==> config.mk <==
export PLATFORM = sky130hd
export DESIGN_NAME = fork_conveyor_mode_control_flat
export DESIGN_NICKNAME = d
export VERILOG_FILES = /design/src/rtl/fcmc_pkg.sv /design/src/rtl/fcmc_if.sv /design/src/rtl/fcmc_cfg.sv /design/src/rtl/fcmc_step.sv /design/src/rtl/fork_conveyor_mode_control.sv /design/src/flat_wrapper.sv
export SDC_FILE = /design/constraint.sdc
export NUM_CORES = 1
export LEC_CHECK = 0
export BUFFER_PORTS_ARGS = -buffer_cell sky130_fd_sc_hd__buf_2
export CAP_MARGIN = 40
export CORE_MARGIN = 1
export CORE_UTILIZATION = 33
export CTS_CLUSTER_SIZE = 30
export DETAILED_ROUTE_END_ITERATION = 7
export SYNTH_ARGS = -nofsm -noshare
export SYNTH_HDL_FRONTEND = slang
export SYNTH_SLANG_ARGS = --single-unit
==> constraint.sdc <==
create_clock -name clk_i -period 6.7 [get_ports clk_i]
set_input_delay 1.34 -clock clk_i [delete_from_list [all_inputs] [get_ports clk_i]]
set_output_delay 1.34 -clock clk_i [all_outputs]
set_load 0.005 [all_outputs]
==> src/rtl/fcmc_pkg.sv <==
`timescale 1ns / 1ps
`default_nettype none

package fcmc_pkg;

  localparam int CurWidth    = 12;
  localparam int JamWidth    = 16;
  localparam int ForkWidth   = 13;
  localparam int DtWidth     = 10;
  localparam int ModeWidth   = 3;
  localparam int ConvWidth   = 2;
  localparam int CfgIdxWidth = 3;
  localparam int CfgDataWidth = 16;

  // Configuration register indexes
  typedef enum logic [CfgIdxWidth-1:0] {
    CFG_CURRENT_LIMIT = 3'd0,
    CFG_JAM_TIME      = 3'd1,
    CFG_FORK_UP       = 3'd2,
    CFG_FORK_DOWN     = 3'd3,
    CFG_FORK_DRIVE    = 3'd4,
    CFG_FORK_LOAD     = 3'd5
  } cfg_idx_e;

  // Mode machine, one-hot
  typedef enum logic [4:0] {
    MODE_UP      = 5'b00001,
    MODE_DOWN    = 5'b00010,
    MODE_DRIVING = 5'b00100,
    MODE_LOADING = 5'b01000,
    MODE_UNJAM   = 5'b10000
  } mode_e;

  // Mode codes as reported on the result beat
  localparam logic [ModeWidth-1:0] MODE_CODE_UP      = 3'd0;
  localparam logic [ModeWidth-1:0] MODE_CODE_DOWN    = 3'd1;
  localparam logic [ModeWidth-1:0] MODE_CODE_DRIVING = 3'd2;
  localparam logic [ModeWidth-1:0] MODE_CODE_LOADING = 3'd3;
  localparam logic [ModeWidth-1:0] MODE_CODE_UNJAM   = 3'd4;

  typedef enum logic [ConvWidth-1:0] {
    CONV_STOP = 2'd0,
    CONV_FWD  = 2'd1,
    CONV_REV  = 2'd2
  } conv_e;

  localparam logic [JamWidth-1:0] JamMax = '1;

  localparam logic [CurWidth-1:0]  CurrentLimitRst = 12'd1000;
  localparam logic [JamWidth-1:0]  JamTimeRst      = 16'd500;
  localparam logic [ForkWidth-1:0] ForkUpRst       = 13'd0;
  localparam logic [ForkWidth-1:0] ForkDownRst     = 13'd2700;
  localparam logic [ForkWidth-1:0] ForkDriveRst    = 13'd1800;
  localparam logic [ForkWidth-1:0] ForkLoadRst     = 13'd1050;

  typedef struct packed {
    logic [CurWidth-1:0]  current_limit_ma;
    logic [JamWidth-1:0]  jam_time_ms;
    logic [ForkWidth-1:0] fork_up_mrev;
    logic [ForkWidth-1:0] fork_down_mrev;
    logic [ForkWidth-1:0] fork_drive_mrev;
    logic [ForkWidth-1:0] fork_load_mrev;
  } cfg_t;

  typedef struct packed {
    logic                lower_button;
    logic                collect_button;
    logic                goal_near;
    logic [CurWidth-1:0] conveyor_current_ma;
    logic [DtWidth-1:0]  elapsed_ms;
  } item_t;

  typedef struct packed {
    logic [ModeWidth-1:0] mode;
    logic [ForkWidth-1:0] fork_target_mrev;
    logic [ConvWidth-1:0] conveyor_cmd;
    logic                 lift_clear;
  } res_t;

  function automatic logic [ModeWidth-1:0] mode_code(mode_e m);
    logic [ModeWidth-1:0] c;
    case (m)
      MODE_UP:      c = MODE_CODE_UP;
      MODE_DOWN:    c = MODE_CODE_DOWN;
      MODE_DRIVING: c = MODE_CODE_DRIVING;
      MODE_LOADING: c = MODE_CODE_LOADING;
      MODE_UNJAM:   c = MODE_CODE_UNJAM;
      default:      c = MODE_CODE_UP;
    endcase
    return c;
  endfunction

endpackage

`default_nettype wire

==> src/rtl/fcmc_if.sv <==
`timescale 1ns / 1ps
`default_nettype none

interface fcmc_in_if import fcmc_pkg::*; ();
  logic                valid;
  logic                ready;
  logic                lower_button;
  logic                collect_button;
  logic                goal_near;
  logic [CurWidth-1:0] conveyor_current_ma;
  logic [DtWidth-1:0]  elapsed_ms;

  modport source (output valid, lower_button, collect_button, goal_near,
                  conveyor_current_ma, elapsed_ms, input ready);
  modport sink (input valid, lower_button, collect_button, goal_near,
                conveyor_current_ma, elapsed_ms, output ready);
endinterface

interface fcmc_out_if import fcmc_pkg::*; ();
  logic                 valid;
  logic                 ready;
  logic [ModeWidth-1:0] mode;
  logic [ForkWidth-1:0] fork_target_mrev;
  logic [ConvWidth-1:0] conveyor_cmd;
  logic                 lift_clear;

  modport source (output valid, mode, fork_target_mrev, conveyor_cmd, lift_clear,
                  input ready);
  modport sink (input valid, mode, fork_target_mrev, conveyor_cmd, lift_clear,
                output ready);
endinterface

interface fcmc_cfg_if import fcmc_pkg::*; ();
  logic                    valid;
  logic                    ready;
  logic [CfgIdxWidth-1:0]  index;
  logic [CfgDataWidth-1:0] data;

  modport source (output valid, index, data, input ready);
  modport sink (input valid, index, data, output ready);
endinterface

`default_nettype wire

==> src/rtl/fcmc_cfg.sv <==
`timescale 1ns / 1ps
`default_nettype none

module fcmc_cfg import fcmc_pkg::*; (
  input  wire logic clk_i,
  input  wire logic rst_ni,
  fcmc_cfg_if.sink  cfg_i,
  output cfg_t      cfg_o
);

  cfg_t cfg_q, cfg_d;

  assign cfg_i.ready = 1'b1;

  always_comb begin
    cfg_d = cfg_q;
    if (cfg_i.valid) begin
      case (cfg_idx_e'(cfg_i.index))
        CFG_CURRENT_LIMIT: cfg_d.current_limit_ma = cfg_i.data[CurWidth-1:0];
        CFG_JAM_TIME:      cfg_d.jam_time_ms      = cfg_i.data[JamWidth-1:0];
        CFG_FORK_UP:       cfg_d.fork_up_mrev     = cfg_i.data[ForkWidth-1:0];
        CFG_FORK_DOWN:     cfg_d.fork_down_mrev   = cfg_i.data[ForkWidth-1:0];
        CFG_FORK_DRIVE:    cfg_d.fork_drive_mrev  = cfg_i.data[ForkWidth-1:0];
        CFG_FORK_LOAD:     cfg_d.fork_load_mrev   = cfg_i.data[ForkWidth-1:0];
        default: ; // drop writes to unmapped indexes
      endcase
    end
  end

  always_ff @(posedge clk_i or negedge rst_ni) begin
    if (!rst_ni) begin
      cfg_q.current_limit_ma <= CurrentLimitRst;
      cfg_q.jam_time_ms      <= JamTimeRst;
      cfg_q.fork_up_mrev     <= ForkUpRst;
      cfg_q.fork_down_mrev   <= ForkDownRst;
      cfg_q.fork_drive_mrev  <= ForkDriveRst;
      cfg_q.fork_load_mrev   <= ForkLoadRst;
    end else begin
      cfg_q <= cfg_d;
    end
  end

  assign cfg_o = cfg_q;

endmodule

`default_nettype wire

==> src/rtl/fcmc_step.sv <==
`timescale 1ns / 1ps
`default_nettype none

module fcmc_step import fcmc_pkg::*; (
  input  wire logic  clk_i,
  input  wire logic  rst_ni,
  input  wire logic  en_i,
  input  item_t      item_i,
  input  cfg_t       cfg_i,
  output res_t       res_o
);

  mode_e                mode_q, mode_d;
  logic [JamWidth-1:0]  jam_q, jam_d;
  logic [ForkWidth-1:0] target_q, target_d;
  logic                 lower_last_q, collect_last_q, primed_q;

  logic [JamWidth:0]    jam_sum;
  logic [JamWidth-1:0]  t;
  logic                 lower_press, collect_press, restart, over_limit, timed_out;
  conv_e                conv;

  assign jam_sum = {1'b0, jam_q} + {{(JamWidth + 1 - DtWidth){1'b0}}, item_i.elapsed_ms};

  always_comb begin
    // hold the timer on the priming tick
    if (!primed_q) begin
      t = jam_q;
    end else if (jam_sum[JamWidth]) begin
      t = JamMax;
    end else begin
      t = jam_sum[JamWidth-1:0];
    end
  end

  assign lower_press   = primed_q && item_i.lower_button && !lower_last_q;
  assign collect_press = primed_q && item_i.collect_button && !collect_last_q;
  assign over_limit    = item_i.conveyor_current_ma > cfg_i.current_limit_ma;
  assign timed_out     = t > cfg_i.jam_time_ms;

  always_comb begin
    mode_d  = mode_q;
    conv    = CONV_STOP;
    restart = 1'b0;
    case (mode_q)
      MODE_UP: begin
        if (lower_press) mode_d = MODE_DOWN;
      end
      MODE_DOWN: begin
        if (lower_press) mode_d = item_i.goal_near ? MODE_DRIVING : MODE_UP;
        if (collect_press) mode_d = MODE_LOADING;
      end
      MODE_DRIVING: begin
        if (lower_press) mode_d = MODE_DOWN;
        if (collect_press) mode_d = MODE_LOADING;
      end
      MODE_LOADING: begin
        if (collect_press) mode_d = MODE_DRIVING;
        if (lower_press) mode_d = MODE_DOWN;
        conv = CONV_FWD;
        if (over_limit) begin
          if (timed_out) begin
            mode_d  = MODE_UNJAM;
            restart = 1'b1;
          end
        end else begin
          restart = 1'b1;
        end
      end
      MODE_UNJAM: begin
        if (timed_out) mode_d = MODE_LOADING;
        conv = CONV_REV;
      end
      default: ;
    endcase
  end

  assign jam_d = restart ? '0 : t;

  always_comb begin
    case (mode_d)
      MODE_UP:      target_d = cfg_i.fork_up_mrev;
      MODE_DOWN:    target_d = cfg_i.fork_down_mrev;
      MODE_DRIVING: target_d = cfg_i.fork_drive_mrev;
      MODE_LOADING: target_d = cfg_i.fork_load_mrev;
      default:      target_d = target_q; // unjamming keeps the setpoint
    endcase
  end

  always_ff @(posedge clk_i or negedge rst_ni) begin
    if (!rst_ni) begin
      mode_q         <= MODE_UP;
      jam_q          <= '0;
      target_q       <= '0;
      lower_last_q   <= 1'b0;
      collect_last_q <= 1'b0;
      primed_q       <= 1'b0;
    end else if (en_i) begin
      mode_q         <= mode_d;
      jam_q          <= jam_d;
      target_q       <= target_d;
      lower_last_q   <= item_i.lower_button;
      collect_last_q <= item_i.collect_button;
      primed_q       <= 1'b1;
    end
  end

  assign res_o.mode             = mode_code(mode_d);
  assign res_o.fork_target_mrev = target_d;
  assign res_o.conveyor_cmd     = conv;
  assign res_o.lift_clear       = (mode_d == MODE_LOADING);

  a_unjam_exit: assert property (@(posedge clk_i) disable iff (!rst_ni)
    en_i && mode_q == MODE_UNJAM |=> mode_q == MODE_UNJAM || mode_q == MODE_LOADING)
    else $error("unjamming left for a mode other than loading");

  a_unjam_timer: assert property (@(posedge clk_i) disable iff (!rst_ni)
    en_i && mode_q == MODE_LOADING && mode_d == MODE_UNJAM |=> jam_q == '0)
    else $error("jam timer not restarted on entry to unjamming");

  a_reverse: assert property (@(posedge clk_i) disable iff (!rst_ni)
    en_i && res_o.conveyor_cmd == CONV_REV |-> mode_q == MODE_UNJAM)
    else $error("conveyor reversed outside unjamming");

  a_primed: assert property (@(posedge clk_i) disable iff (!rst_ni)
    en_i |=> primed_q)
    else $error("edge detectors not primed after a tick");

endmodule

`default_nettype wire

==> src/rtl/fork_conveyor_mode_control.sv <==
`timescale 1ns / 1ps
`default_nettype none

// Channel   Dir  Beat
// in_i      in   one control tick: buttons, goal flag, current, elapsed time
// out_o     out  one result per tick: mode, fork setpoint, conveyor, lift clear
// cfg_i     in   register write: index, data (always ready)
//
// Each tick is held in the input register and is worked out while it moves
// into the result register; one tick a cycle while the result is not stalled.
// The mode and jam timer state updates as the tick leaves the input register.
// A stalled result holds the result register; the input register still
// takes a beat whenever the tick ahead of it can move on.
// Reset clears the mode to up, the timer and the edge detectors, and loads
// the register defaults.
module fork_conveyor_mode_control import fcmc_pkg::*; (
  input  wire logic   clk_i,
  input  wire logic   rst_ni,
  fcmc_in_if.sink     in_i,
  fcmc_out_if.source  out_o,
  fcmc_cfg_if.sink    cfg_i
);

  cfg_t  cfg;
  item_t item_q;
  res_t  res, res_q;
  logic  in_valid_q, out_valid_q, advance;

  fcmc_cfg u_cfg (
    .clk_i  (clk_i),
    .rst_ni (rst_ni),
    .cfg_i  (cfg_i),
    .cfg_o  (cfg)
  );

  assign advance    = in_valid_q && (!out_valid_q || out_o.ready);
  assign in_i.ready = !in_valid_q || advance;

  fcmc_step u_step (
    .clk_i  (clk_i),
    .rst_ni (rst_ni),
    .en_i   (advance),
    .item_i (item_q),
    .cfg_i  (cfg),
    .res_o  (res)
  );

  always_ff @(posedge clk_i or negedge rst_ni) begin
    if (!rst_ni) begin
      in_valid_q  <= 1'b0;
      out_valid_q <= 1'b0;
    end else begin
      if (in_i.ready) in_valid_q <= in_i.valid;
      if (advance) begin
        out_valid_q <= 1'b1;
      end else if (out_o.ready) begin
        out_valid_q <= 1'b0;
      end
    end
  end

  always_ff @(posedge clk_i) begin
    if (in_i.valid && in_i.ready) begin
      item_q.lower_button        <= in_i.lower_button;
      item_q.collect_button      <= in_i.collect_button;
      item_q.goal_near           <= in_i.goal_near;
      item_q.conveyor_current_ma <= in_i.conveyor_current_ma;
      item_q.elapsed_ms          <= in_i.elapsed_ms;
    end
    if (advance) res_q <= res;
  end

  assign out_o.valid            = out_valid_q;
  assign out_o.mode             = res_q.mode;
  assign out_o.fork_target_mrev = res_q.fork_target_mrev;
  assign out_o.conveyor_cmd     = res_q.conveyor_cmd;
  assign out_o.lift_clear       = res_q.lift_clear;

  a_no_overrun: assert property (@(posedge clk_i) disable iff (!rst_ni)
    out_valid_q && !out_o.ready |=> out_valid_q && $stable(res_q))
    else $error("stalled result overwritten");

  a_in_hold: assert property (@(posedge clk_i) disable iff (!rst_ni)
    in_valid_q && !advance |=> in_valid_q && $stable(item_q))
    else $error("waiting tick lost from input register");

  a_flow: assert property (@(posedge clk_i) disable iff (!rst_ni)
    advance |=> out_valid_q)
    else $error("worked tick did not reach the result register");

endmodule

`default_nettype wire
==> src/flat_wrapper.sv <==
// flat-port wrapper written by rule: the top's interface ports become plain ports
module fork_conveyor_mode_control_flat import fcmc_pkg::*;
  (clk_i, rst_ni, in_i_valid, in_i_lower_button, in_i_collect_button, in_i_goal_near, in_i_conveyor_current_ma, in_i_elapsed_ms, in_i_ready, out_o_valid, out_o_mode, out_o_fork_target_mrev, out_o_conveyor_cmd, out_o_lift_clear, out_o_ready, cfg_i_valid, cfg_i_index, cfg_i_data, cfg_i_ready);
  fcmc_in_if in_i_i ();
  fcmc_out_if out_o_i ();
  fcmc_cfg_if cfg_i_i ();
  input  wire logic clk_i;
  input  wire logic rst_ni;
  input wire logic [$bits(in_i_i.valid)-1:0] in_i_valid;
  input wire logic [$bits(in_i_i.lower_button)-1:0] in_i_lower_button;
  input wire logic [$bits(in_i_i.collect_button)-1:0] in_i_collect_button;
  input wire logic [$bits(in_i_i.goal_near)-1:0] in_i_goal_near;
  input wire logic [$bits(in_i_i.conveyor_current_ma)-1:0] in_i_conveyor_current_ma;
  input wire logic [$bits(in_i_i.elapsed_ms)-1:0] in_i_elapsed_ms;
  output wire logic [$bits(in_i_i.ready)-1:0] in_i_ready;
  output wire logic [$bits(out_o_i.valid)-1:0] out_o_valid;
  output wire logic [$bits(out_o_i.mode)-1:0] out_o_mode;
  output wire logic [$bits(out_o_i.fork_target_mrev)-1:0] out_o_fork_target_mrev;
  output wire logic [$bits(out_o_i.conveyor_cmd)-1:0] out_o_conveyor_cmd;
  output wire logic [$bits(out_o_i.lift_clear)-1:0] out_o_lift_clear;
  input wire logic [$bits(out_o_i.ready)-1:0] out_o_ready;
  input wire logic [$bits(cfg_i_i.valid)-1:0] cfg_i_valid;
  input wire logic [$bits(cfg_i_i.index)-1:0] cfg_i_index;
  input wire logic [$bits(cfg_i_i.data)-1:0] cfg_i_data;
  output wire logic [$bits(cfg_i_i.ready)-1:0] cfg_i_ready;
  assign in_i_i.valid = in_i_valid;
  assign in_i_i.lower_button = in_i_lower_button;
  assign in_i_i.collect_button = in_i_collect_button;
  assign in_i_i.goal_near = in_i_goal_near;
  assign in_i_i.conveyor_current_ma = in_i_conveyor_current_ma;
  assign in_i_i.elapsed_ms = in_i_elapsed_ms;
  assign in_i_ready = in_i_i.ready;
  assign out_o_valid = out_o_i.valid;
  assign out_o_mode = out_o_i.mode;
  assign out_o_fork_target_mrev = out_o_i.fork_target_mrev;
  assign out_o_conveyor_cmd = out_o_i.conveyor_cmd;
  assign out_o_lift_clear = out_o_i.lift_clear;
  assign out_o_i.ready = out_o_ready;
  assign cfg_i_i.valid = cfg_i_valid;
  assign cfg_i_i.index = cfg_i_index;
  assign cfg_i_i.data = cfg_i_data;
  assign cfg_i_ready = cfg_i_i.ready;
  fork_conveyor_mode_control u_core (.clk_i(clk_i), .rst_ni(rst_ni), .in_i(in_i_i), .out_o(out_o_i), .cfg_i(cfg_i_i));
endmodule
==> results.toml, run 1 <==
[worst_hold_path]
min_to = "u_core.u_step.collect_last_q"
hold_depth = 2
hp-start = "u_core.item_q[23]"
worstHoldPathType = "reg -> reg"

[drt]
via_per_inst = 4.97
drtPass1Iterations = 5
totalWireLength_mm = 18.2
drt.antenna.violating_nets = 0
vias = 5658
routedWlPerCell_um = 16.0
drc = 0
drt-initial-drc-count = 416

[floorplanning]
fp.dieArea_sq_um = 25200
die_y_um = 159
coreArea_sq_um = 23800
rows = 56
die_w_um = 159
ioPinCount = 71
start_util_pct = 34.1

[clock_network]
cts_buffers = 17
cts_tree = "done"
cts_hold_buf = 0
cts_setup_buffers = 0
path_clk_slew_ps = 70
cts_root_buf = "clkbuf_16"
cts_resized = 0
clk_latency_ps = 430
cts_sinks = 163
htreeDepth = 4
clockBufferDepth = 2

[finish]
fillers = 2285
layout.nets = 894
drive_gt1_share_pct = 27.1
area_growth_pct = 16.6
diodes = 0
final_cell_mix = "93 x dfrtp_1, 78 x nand2_1, 68 x buf_2"
layout_commonest_cell = "dfrtp_1"
fin_cells = 1138

[setup_path]
crit_path_top_delay_cell = "fa_1"
critical_path_required_ps = 6870
r2r_cells = 20
worstSetupPathType = "reg -> reg"
r2r_slack_ps = 1240
cp_num_buf_inv = 1
cp_cell_sequence = "ha_1, fa_1, a21o_1, a21oi_1, o21bai_1, a21oi_1, o31ai_1, nand2b_1, a31oi_1, ha_1, nand4_1, nor4_2, o21ai_1, nand4_1, a31oi_1, o32a_4, and3b_1, buf_4, a211oi_1, o21ai_0"
reg2reg_from = "u_core.u_step.jam_q[0]"
startpoint_type = "register"
reg2reg_to = "u_core.out_o.fork_target_mrev[12]"
critPathMaxStageDelay_ps = 410
arrival_ps = 5630
cp_top_family = "compound AO/OA/AOI/OAI gates"
cp-end-kind = "register"
cp_max_fo = 26

[placed_design]
dp_cells = 1106
pre_cts_ws_ps = 1310
dp_hpwl_mm = 13.4
gp_congestion = 0.816
io_buffer_count = 69

[timing]
setup_tns_ps = 0
max_freq_mhz = 183
hold_violations = 0
clock_skew_ps = 11.1
tightest_slew_ps = 852
holdWs_ps = 465
relSlewSlack_pct = 43.2
maxSlewViolCount = 0
worst_slack_ps = 1240
fin_crit_sh_pct = 81.5
setup_viol = 0
rsz0062_at_grt = "false"
min_period_ps = 5460

[yosys]
synth_top_flop_cell = "dfrtp_1"
synth_nets = 824
async_reset_ff_share_pct = 73.0
synth_cell_type_count = 61
synth_edf_count = 44
yosysSeqAreaShare_pct = 53.5
syn_inst = 736
avgSynthCellArea_sq_um = 11.0
ys_ff_latch = 163
synth_warnings = 0
synth_top_area_share_pct = 28.7
yosys.area.top_type = "dfrtp_1"
synth_area_leaders = "dfrtp_1 29%, edfxtp_1 16%, dfstp_2 8.4%"
netlist_area_sq_um = 8100

[power]
power_density_nw_per_um2 = 448
total_leakage_power_nw = 4.01
irDropWorstVdd_mv = 0.222

[status]
status = "completed"

[global_routing]
gr-usage-all-layers_pct = 15.6
grt_pass1_vias = 5516
grt_max_degree = 50
antenna_found_initial = 0
grt_pass1_wl_mm = 29.5
grt_overflow = 0

[run]
drv_cap = 0
==> tightest hold or removal path, cell delays in order (launching register included) <==
cell	delay, ps
edfxtp_1	340
nand2_1	50
nand2_1	50
==> stage by stage <==
| stage | total power, mW | area, sq um | utilization [%] |
|---|---|---|---|
| finish | 4.23 | 9450 | 39.8 |
| global route | 4.55 | 9450 | 39.8 |
| CTS | 4.27 | 9450 | 39.8 |
| detailed placement | 3.29 | 8860 | 37.3 |
| global placement | 3.25 | 8800 | 37.0 |
| floorplan | 2.82 | 8100 | - |
==> power breakdown <==
group	internal, mW	switching (mW)
Combinational	0.744	0.984
Sequential	1.37	0.172
Clock	0.500	0.459
Total	2.62	1.62
==> layout make-up <==
class / instances / area [sq um] / area share, %
clock inverter: 15 / 163 / 1.72
timing repair buffer: 84 / 492 / 5.21
tap: 319 / 399 / 4.23
inverter: 35 / 131 / 1.39
clock buffer: 17 / 425 / 4.50
sequential: 163 / 4330 / 45.9
multi-input combinational: 505 / 3500 / 37.1
==> synthesized netlist by cell type (7+ instances only) <==
library cell,n
dfstp_2,26
o21ai_1,8
a31oi_1,26
nor2_1,56
a21oi_1,45
clkbuf_1,20
dfrtp_1,93
a211oi_1,7
o21ai_0,47
edfxtp_1,44
xnor2_1,7
nand2_1,78
mux2_2,55
buf_2,7
a22o_1,25
inv_1,33
nand3_1,10
nand2b_1,11
a211oi_2,7
ha_1,38
a21o_1,8
==> flip-flops by register name, indices dropped and copies added, names as in the netlist, 2 cells and up <==
| signal | cells |
|---|---|
| u_core.out_o.conveyor_cmd | 2 |
| u_core.out_o.mode | 3 |
| u_core.u_step.target_q | 13 |
| u_core.out_o.fork_target_mrev | 13 |
| u_core.u_step.jam_q | 16 |
| u_core.u_step.mode_q | 5 |
| u_core.item_q | 25 |
| u_core.u_cfg.cfg_o | 80 |
==> logic make-up (layout without fill, tap and decap cells) <==
logic type / Yosys count / after routing / synth area share, %
simple gates: 203 / 203 / 11.9
compound gates: 193 / 193 / 15.6
flops: 163 / 163 / 53.5
buf+inv: 68 / 151 / 3.63
mux: 58 / 58 / 8.02
fa+ha+maj: 39 / 39 / 6.12
xor+xnor: 11 / 11 / 1.19
other cells: 1 / 1 / 0.0463
==> worst max-delay path by stage <==
| stage | slack [ps] | end | startpoint | depth (start not counted) |
|---|---|---|---|---|
| 2_1_floorplan | 1940 | u_core.out_o.fork_target_mrev[10] | u_core.u_step.jam_q[0] | 22 |
| 3_3_place_gp | 1450 | u_core.out_o.fork_target_mrev[3] | u_core.u_step.jam_q[0] | 21 |
| 3_5_place_dp | 1310 | u_core.out_o.fork_target_mrev[12] | u_core.u_step.jam_q[0] | 20 |
| 4_1_cts | 1260 | u_core.out_o.fork_target_mrev[12] | u_core.u_step.jam_q[0] | 19 |
| 5_1_grt | 720 | u_core.out_o.fork_target_mrev[12] | u_core.u_step.jam_q[0] | 19 |
| 6_report | 1240 | u_core.out_o.fork_target_mrev[12] | u_core.u_step.jam_q[0] | 20 |
==> metal layers <==
| metal | wire length, um | GRT usage, % |
|---|---|---|
| met3 | 772 | 3.08 |
| met1 | 9010 | 22.1 |
| met5 | 0 | 0 |
| met4 | 218 | 5.08 |
| met2 | 8220 | 23.7 |
Power figures use the tool's default switching activity.
==> inputs of run 2 (changes only) <==
==> constraint.sdc (replaced) <==
create_clock -name clk_i -period 5.49 [get_ports clk_i]
set_input_delay 1.098 -clock clk_i [delete_from_list [all_inputs] [get_ports clk_i]]
set_output_delay 1.098 -clock clk_i [all_outputs]
set_load 0.005 [all_outputs]
==> run 2 against run 1 <==
Sequential power up 22%. Maximum frequency up 5.1%. Cell count up 0.35%. Global-route usage up 0.096 points. Largest power group unchanged. Sequential share of layout area down 0.19 points. Clock power up 24%.
==> results.toml, run 2 (same netlist as run 1, synthesis figures left out) <==
[placed_design]
io_buffer_count = 69
placed_area_sq_um = 8880
dp_hpwl_mm = 13.3
gp_congestion = 0.781

[drt]
vias = 5660
drc = 0
wl_met2_mm = 8.11
wl_met1_mm = 9.15
drt-initial-drc-count = 339
top_layer = "met4"
totalWireLength_mm = 18.1
via_per_inst = 4.96
route.met3.wl_um = 660
drt.antenna.violating_nets = 0
drtPass1Iterations = 4
routedWlPerCell_um = 15.9

[power]
power_frac_clock_pct = 22.9
p_sw_mw = 1.95
p_total_mw = 5.20
total_leakage_power_nw = 4.02
p_sw_share_pct = 37.5
irDropWorstVdd_mv = 0.250
power_density_nw_per_um2 = 549
p_int_mw = 3.25
p_seq_share_pct = 36.2
combPwrFrac_pct = 40.9

[floorplanning]
fp.dieArea_sq_um = 25200
die_w_um = 159
coreArea_sq_um = 23800
start_util_pct = 34.1
rows = 56
ioPinCount = 71
die_y_um = 159

[setup_path]
startpoint_type = "register"
arrival_ps = 5360
reg2reg_to = "u_core.out_o.fork_target_mrev[3]"
cp-end-kind = "register"
worstSetupStartpoint = "u_core.u_step.jam_q[0]"
critical_path_required_ps = 5660
r2r_slack_ps = 300
worstSetupPathType = "reg -> reg"
cp_max_fo = 26
r2r_cells = 21
crit_end = "u_core.out_o.fork_target_mrev[3]"
reg2reg_from = "u_core.u_step.jam_q[0]"

[clock_network]
path_clk_slew_ps = 70
cts_root_buf = "clkbuf_16"
cts_tree = "done"
cts_buffers = 17
clockBufferDepth = 2
cts_hold_buf = 0
clk_latency_ps = 430
cts_sinks = 163
htreeDepth = 4

[finish]
final_design_area_no_fill_sq_um = 9490
layout_commonest_cell = "dfrtp_1"
largest_reg_flops = 80
drive_gt1_share_pct = 27.9
area_growth_pct = 17.1
diodes = 0
fin_util_pct = 39.9
final_cell_mix = "93 x dfrtp_1, 78 x nand2_1, 68 x buf_2"
layout.nets = 898

[timing]
relSlewSlack_pct = 47.6
min_period_ps = 5190
holdWs_ps = 470
hold_violations = 0
tightest_slew_ps = 786
maxSlewViolCount = 0
fin_crit_sh_pct = 94.6
rsz0062_at_grt = "false"
setup_tns_ps = 0
clock_skew_ps = 11.7
max_freq_mhz = 193
setup_viol = 0

[status]
status = "completed"

[global_routing]
grt_pass1_vias = 5587
gr-usage-all-layers_pct = 15.6
grt_pass1_wl_mm = 29.9
grt_overflow = 0
antenna_found_initial = 0
grt_max_degree = 47

[worst_hold_path]
hp-start = "u_core.u_step.collect_last_q"
worstHoldPathType = "reg -> reg"

[run]
drv_cap = 0
[run 2: cell count changes in the layout (fill, tap and decap cells not counted), moves of 2 or more]
cell | previous run | this run
clkinvlp_4 | 0 | 2
inv_6 | 3 | 6
buf_4 | 13 | 16
o31ai_1 | 5 | 3
clkinv_8 | 3 | 1
o31ai_2 | 0 | 2
buf_6 | 1 | 3
inv_8 | 5 | 3
clkinv_4 | 3 | 1
[run 2: layout make-up]
type | count | area, sq um
Multi-Input combinational cell | 505 | 3510
Tap cell | 319 | 399
Timing Repair Buffer | 88 | 522
Clock inverter | 15 | 161
Clock buffer | 17 | 425
Fill cell | 2288 | 14300
Inverter | 35 | 131
Sequential cell | 163 | 4330
[run 2: how the worst min path moves through the flow]
stage | end | slack, ps | cells past startpoint
2_1_floorplan | u_core.u_step.collect_last_q | 430 | 2
3_3_place_gp | u_core.u_step.collect_last_q | 450 | 2
3_5_place_dp | u_core.u_step.collect_last_q | 460 | 2
4_1_cts | u_core.u_step.collect_last_q | 470 | 2
5_1_grt | u_core.u_step.lower_last_q | 510 | 2
6_report | u_core.u_step.collect_last_q | 470 | 2
[run 2: metal layers]
layer / vias to the layer above / track usage [%]
met4: 0 / 5.08
met5: - / 0
met3: 15 / 2.61
met2: 102 / 24.2
met1: 2735 / 22.2
li1: 2808 / -
[run 2: worst max-delay path, cell delays in order, from the launching register on]
cell	delay, ps
dfrtp_1	390
ha_1	230
fa_1	410
a21o_1	190
a21oi_1	220
o21bai_1	130
a21oi_2	190
o31ai_2	160
nor2b_1	190
nand2_1	180
nand3_1	110
ha_1	320
nand4_1	160
nor4_2	340
o21ai_1	120
nand4_1	220
a31oi_1	170
o32a_4	400
and3b_1	180
buf_4	220
a211oi_1	260
o21ai_0	130
[run 2: stage by stage]
stage	instances	setup slack (ps)
2_1_floorplan	736	729
3_3_place_gp	1105	293
3_5_place_dp	1110	178
4_1_cts	1142	145
5_1_grt	1142	6.03
6_report	1142	295
[run 2: power by group through the flow]
stage               combinational, mW  clock [mW]  sequential [mW]
detailed placement               2.13           0             1.91
floorplan                        1.62           0             1.82
finish                           2.13        1.19             1.88
CTS                              2.14        1.22             1.89
global route                     2.41        1.27             1.92
global placement                 2.07           0             1.90
[run 2: timing repair]
item	in CTS	in global routing
buffers inserted	0	0
resized for setup	0	4
setup endpoints to repair	0	27
==> inputs of run 3 (changes only) <==
--- a/config.mk
+++ b/config.mk
@@ -5,8 +5,8 @@
 export SDC_FILE = /design/constraint.sdc
 export NUM_CORES = 1
 export LEC_CHECK = 0
-export BUFFER_PORTS_ARGS = -buffer_cell sky130_fd_sc_hd__buf_2
-export CAP_MARGIN = 40
+export BUFFER_PORTS_ARGS = -buffer_cell sky130_fd_sc_hd__clkbuf_2
+export CAP_MARGIN = 20
 export CORE_MARGIN = 1
 export CORE_UTILIZATION = 33
 export CTS_CLUSTER_SIZE = 30
==> run 3 against run 2 <==
Critical path depth unchanged. Clock-buffer cell count unchanged. Largest power group unchanged. Largest cell class unchanged. Die area unchanged. Cell count unchanged. Non-clock buffer count unchanged. Setup slack better by 57 ps. Power down 0.23%. Global-route usage about the same. Design area down 0.36%. Core utilization down 0.14 points. Sequential share of layout area up 0.16 points.
==> results.toml, run 3 (same netlist as run 1, synthesis figures left out) <==
[floorplanning]
die_y_um = 159
ioPinCount = 71
fp.dieArea_sq_um = 25200
start_util_pct = 34.1
die_w_um = 159
rows = 56
coreArea_sq_um = 23800

[worst_hold_path]
hp-start = "u_core.u_step.collect_last_q"
hold_depth = 2
worstHoldPathType = "reg -> reg"
min_to = "u_core.u_step.collect_last_q"

[setup_path]
arrival_ps = 5320
worstSetupPathType = "reg -> reg"
critPathMaxStageDelay_ps = 410
reg2reg_to = "u_core.out_o.fork_target_mrev[4]"
r2r_slack_ps = 350
r2r_cells = 21
cp_cell_sequence = "ha_1, fa_1, a21o_1, a21oi_1, o21bai_1, a21oi_1, o31ai_2, nor2b_1, nand2_2, nand3_1, ha_1, nand4_1, nor4_2, o21ai_1, nand4_1, a31oi_1, o32a_4, and3b_1, buf_4, a211oi_1, o21ai_0"
cp-end-kind = "register"
reg2reg_from = "u_core.u_step.jam_q[0]"
critical_path_required_ps = 5670
startpoint_type = "register"
cp_max_fo = 26
crit_path_top_delay_cell = "fa_1"

[drt]
totalWireLength_mm = 18.2
drc = 0
drt-initial-drc-count = 406
routedWlPerCell_um = 15.9
vias = 5718
drtPass1Iterations = 5
drt.antenna.violating_nets = 0
via_per_inst = 5.01

[global_routing]
use_met3_pct = 3.48
grt_pass1_wl_mm = 29.8
use_met2_pct = 24.2
gr-usage-all-layers_pct = 15.7
grtUsageMet1_pct = 21.6
grt_pass1_vias = 5639
grt_overflow = 0
busiest_layer = "met2"
grt_max_degree = 56
antenna_found_initial = 0

[finish]
drive_gt1_share_pct = 27.9
multi_input_area_sq_um = 3510
register_area_sq_um = 4330
fin_util_pct = 39.8
area_growth_pct = 16.7
final_cell_mix = "93 x dfrtp_1, 77 x nand2_1, 68 x clkbuf_2"
largest_reg_flops = 80
fillers = 2289
final_design_area_no_fill_sq_um = 9450
diodes = 0
layout.nets = 898
layout_commonest_cell = "dfrtp_1"
fin_cells = 1142

[placed_design]
pre_cts_ws_ps = 205
io_buffer_count = 69
dp_cells = 1107
placed_area_sq_um = 8830
gp_congestion = 0.781
dp_hpwl_mm = 13.1

[timing]
maxSlewViolCount = 0
holdWs_ps = 483
clock_skew_ps = 13.9
tightest_slew_ps = 866
relSlewSlack_pct = 41.9
setup_viol = 0
hold_violations = 0
rsz0062_at_grt = "false"
max_freq_mhz = 195
fin_crit_sh_pct = 93.6
worst_slack_ps = 352
min_period_ps = 5140
setup_tns_ps = 0

[run]
drv_cap = 0

[clock_network]
clockBufferDepth = 2
path_clk_slew_ps = 70
cts_buffers = 17
htreeDepth = 4
cts_root_buf = "clkbuf_16"
cts_hold_buf = 0
cts_sinks = 163
cts_tree = "done"
clk_latency_ps = 440

[power]
power_density_nw_per_um2 = 549
total_leakage_power_nw = 4.03
irDropWorstVdd_mv = 0.236
p_total_mw = 5.19

[status]
status = "completed"
-- run 3: cell count changes in the layout (fill, tap and decap cells not counted), sizes merged --
| cell | previous run | this run |
|---|---|---|
| clkbuf | 17 | 85 |
| buf | 88 | 20 |
| inv | 43 | 44 |
| bufinv | 1 | 0 |
-- run 3: worst max path at each step --
stage	from	to	slack (ps)	depth (start not counted)
after floorplan	u_core.u_step.jam_q[0]	u_core.out_o.fork_target_mrev[10]	730	22
after global placement	u_core.u_step.jam_q[0]	u_core.out_o.fork_target_mrev[0]	280	20
after detailed placement	u_core.u_step.jam_q[0]	u_core.out_o.fork_target_mrev[4]	200	20
after CTS	u_core.u_step.jam_q[0]	u_core.out_o.fork_target_mrev[4]	180	20
after global routing	u_core.u_step.jam_q[0]	u_core.out_o.fork_target_mrev[1]	8	21
final	u_core.u_step.jam_q[0]	u_core.out_o.fork_target_mrev[4]	350	21
-- run 3: worst max-delay path: cells and delay by family (launching register included) --
family | cells | cell delay [ps]
buffers and inverters | 1 | 230
AOI/OAI and AO/OA | 10 | 1980
adders and majority gates | 3 | 960
DFF | 1 | 390
and+or+nand+nor | 7 | 1290
-- run 3: area by class of cell --
cell class / instances / share of cell area (%)
clock buffers: 17 / 4.50
clock inverters: 15 / 1.62
repair buffers: 88 / 5.27
well taps: 319 / 4.22
multi-input cells: 505 / 37.2
inverters: 35 / 1.39
flip-flops and latches: 163 / 45.8
-- run 3: power breakdown --
group / internal, mW / total (mW) / switching (mW)
clock network: 0.608 / 1.18 / 0.567
registers: 1.67 / 1.89 / 0.210
logic: 0.929 / 2.13 / 1.20
total: 3.21 / 5.19 / 1.98
-- run 3: layer usage --
layer / up-vias / wire, um
met5: - / 0
met4: 0 / 269
met3: 21 / 787
met2: 112 / 8120
met1: 2778 / 9000
li1: 2807 / -
-- run 3: repair_timing --
action,4_1_cts,5_1_grt
buffers inserted,0,1
gates resized for setup,0,4
endpoints found under the setup margin,0,15
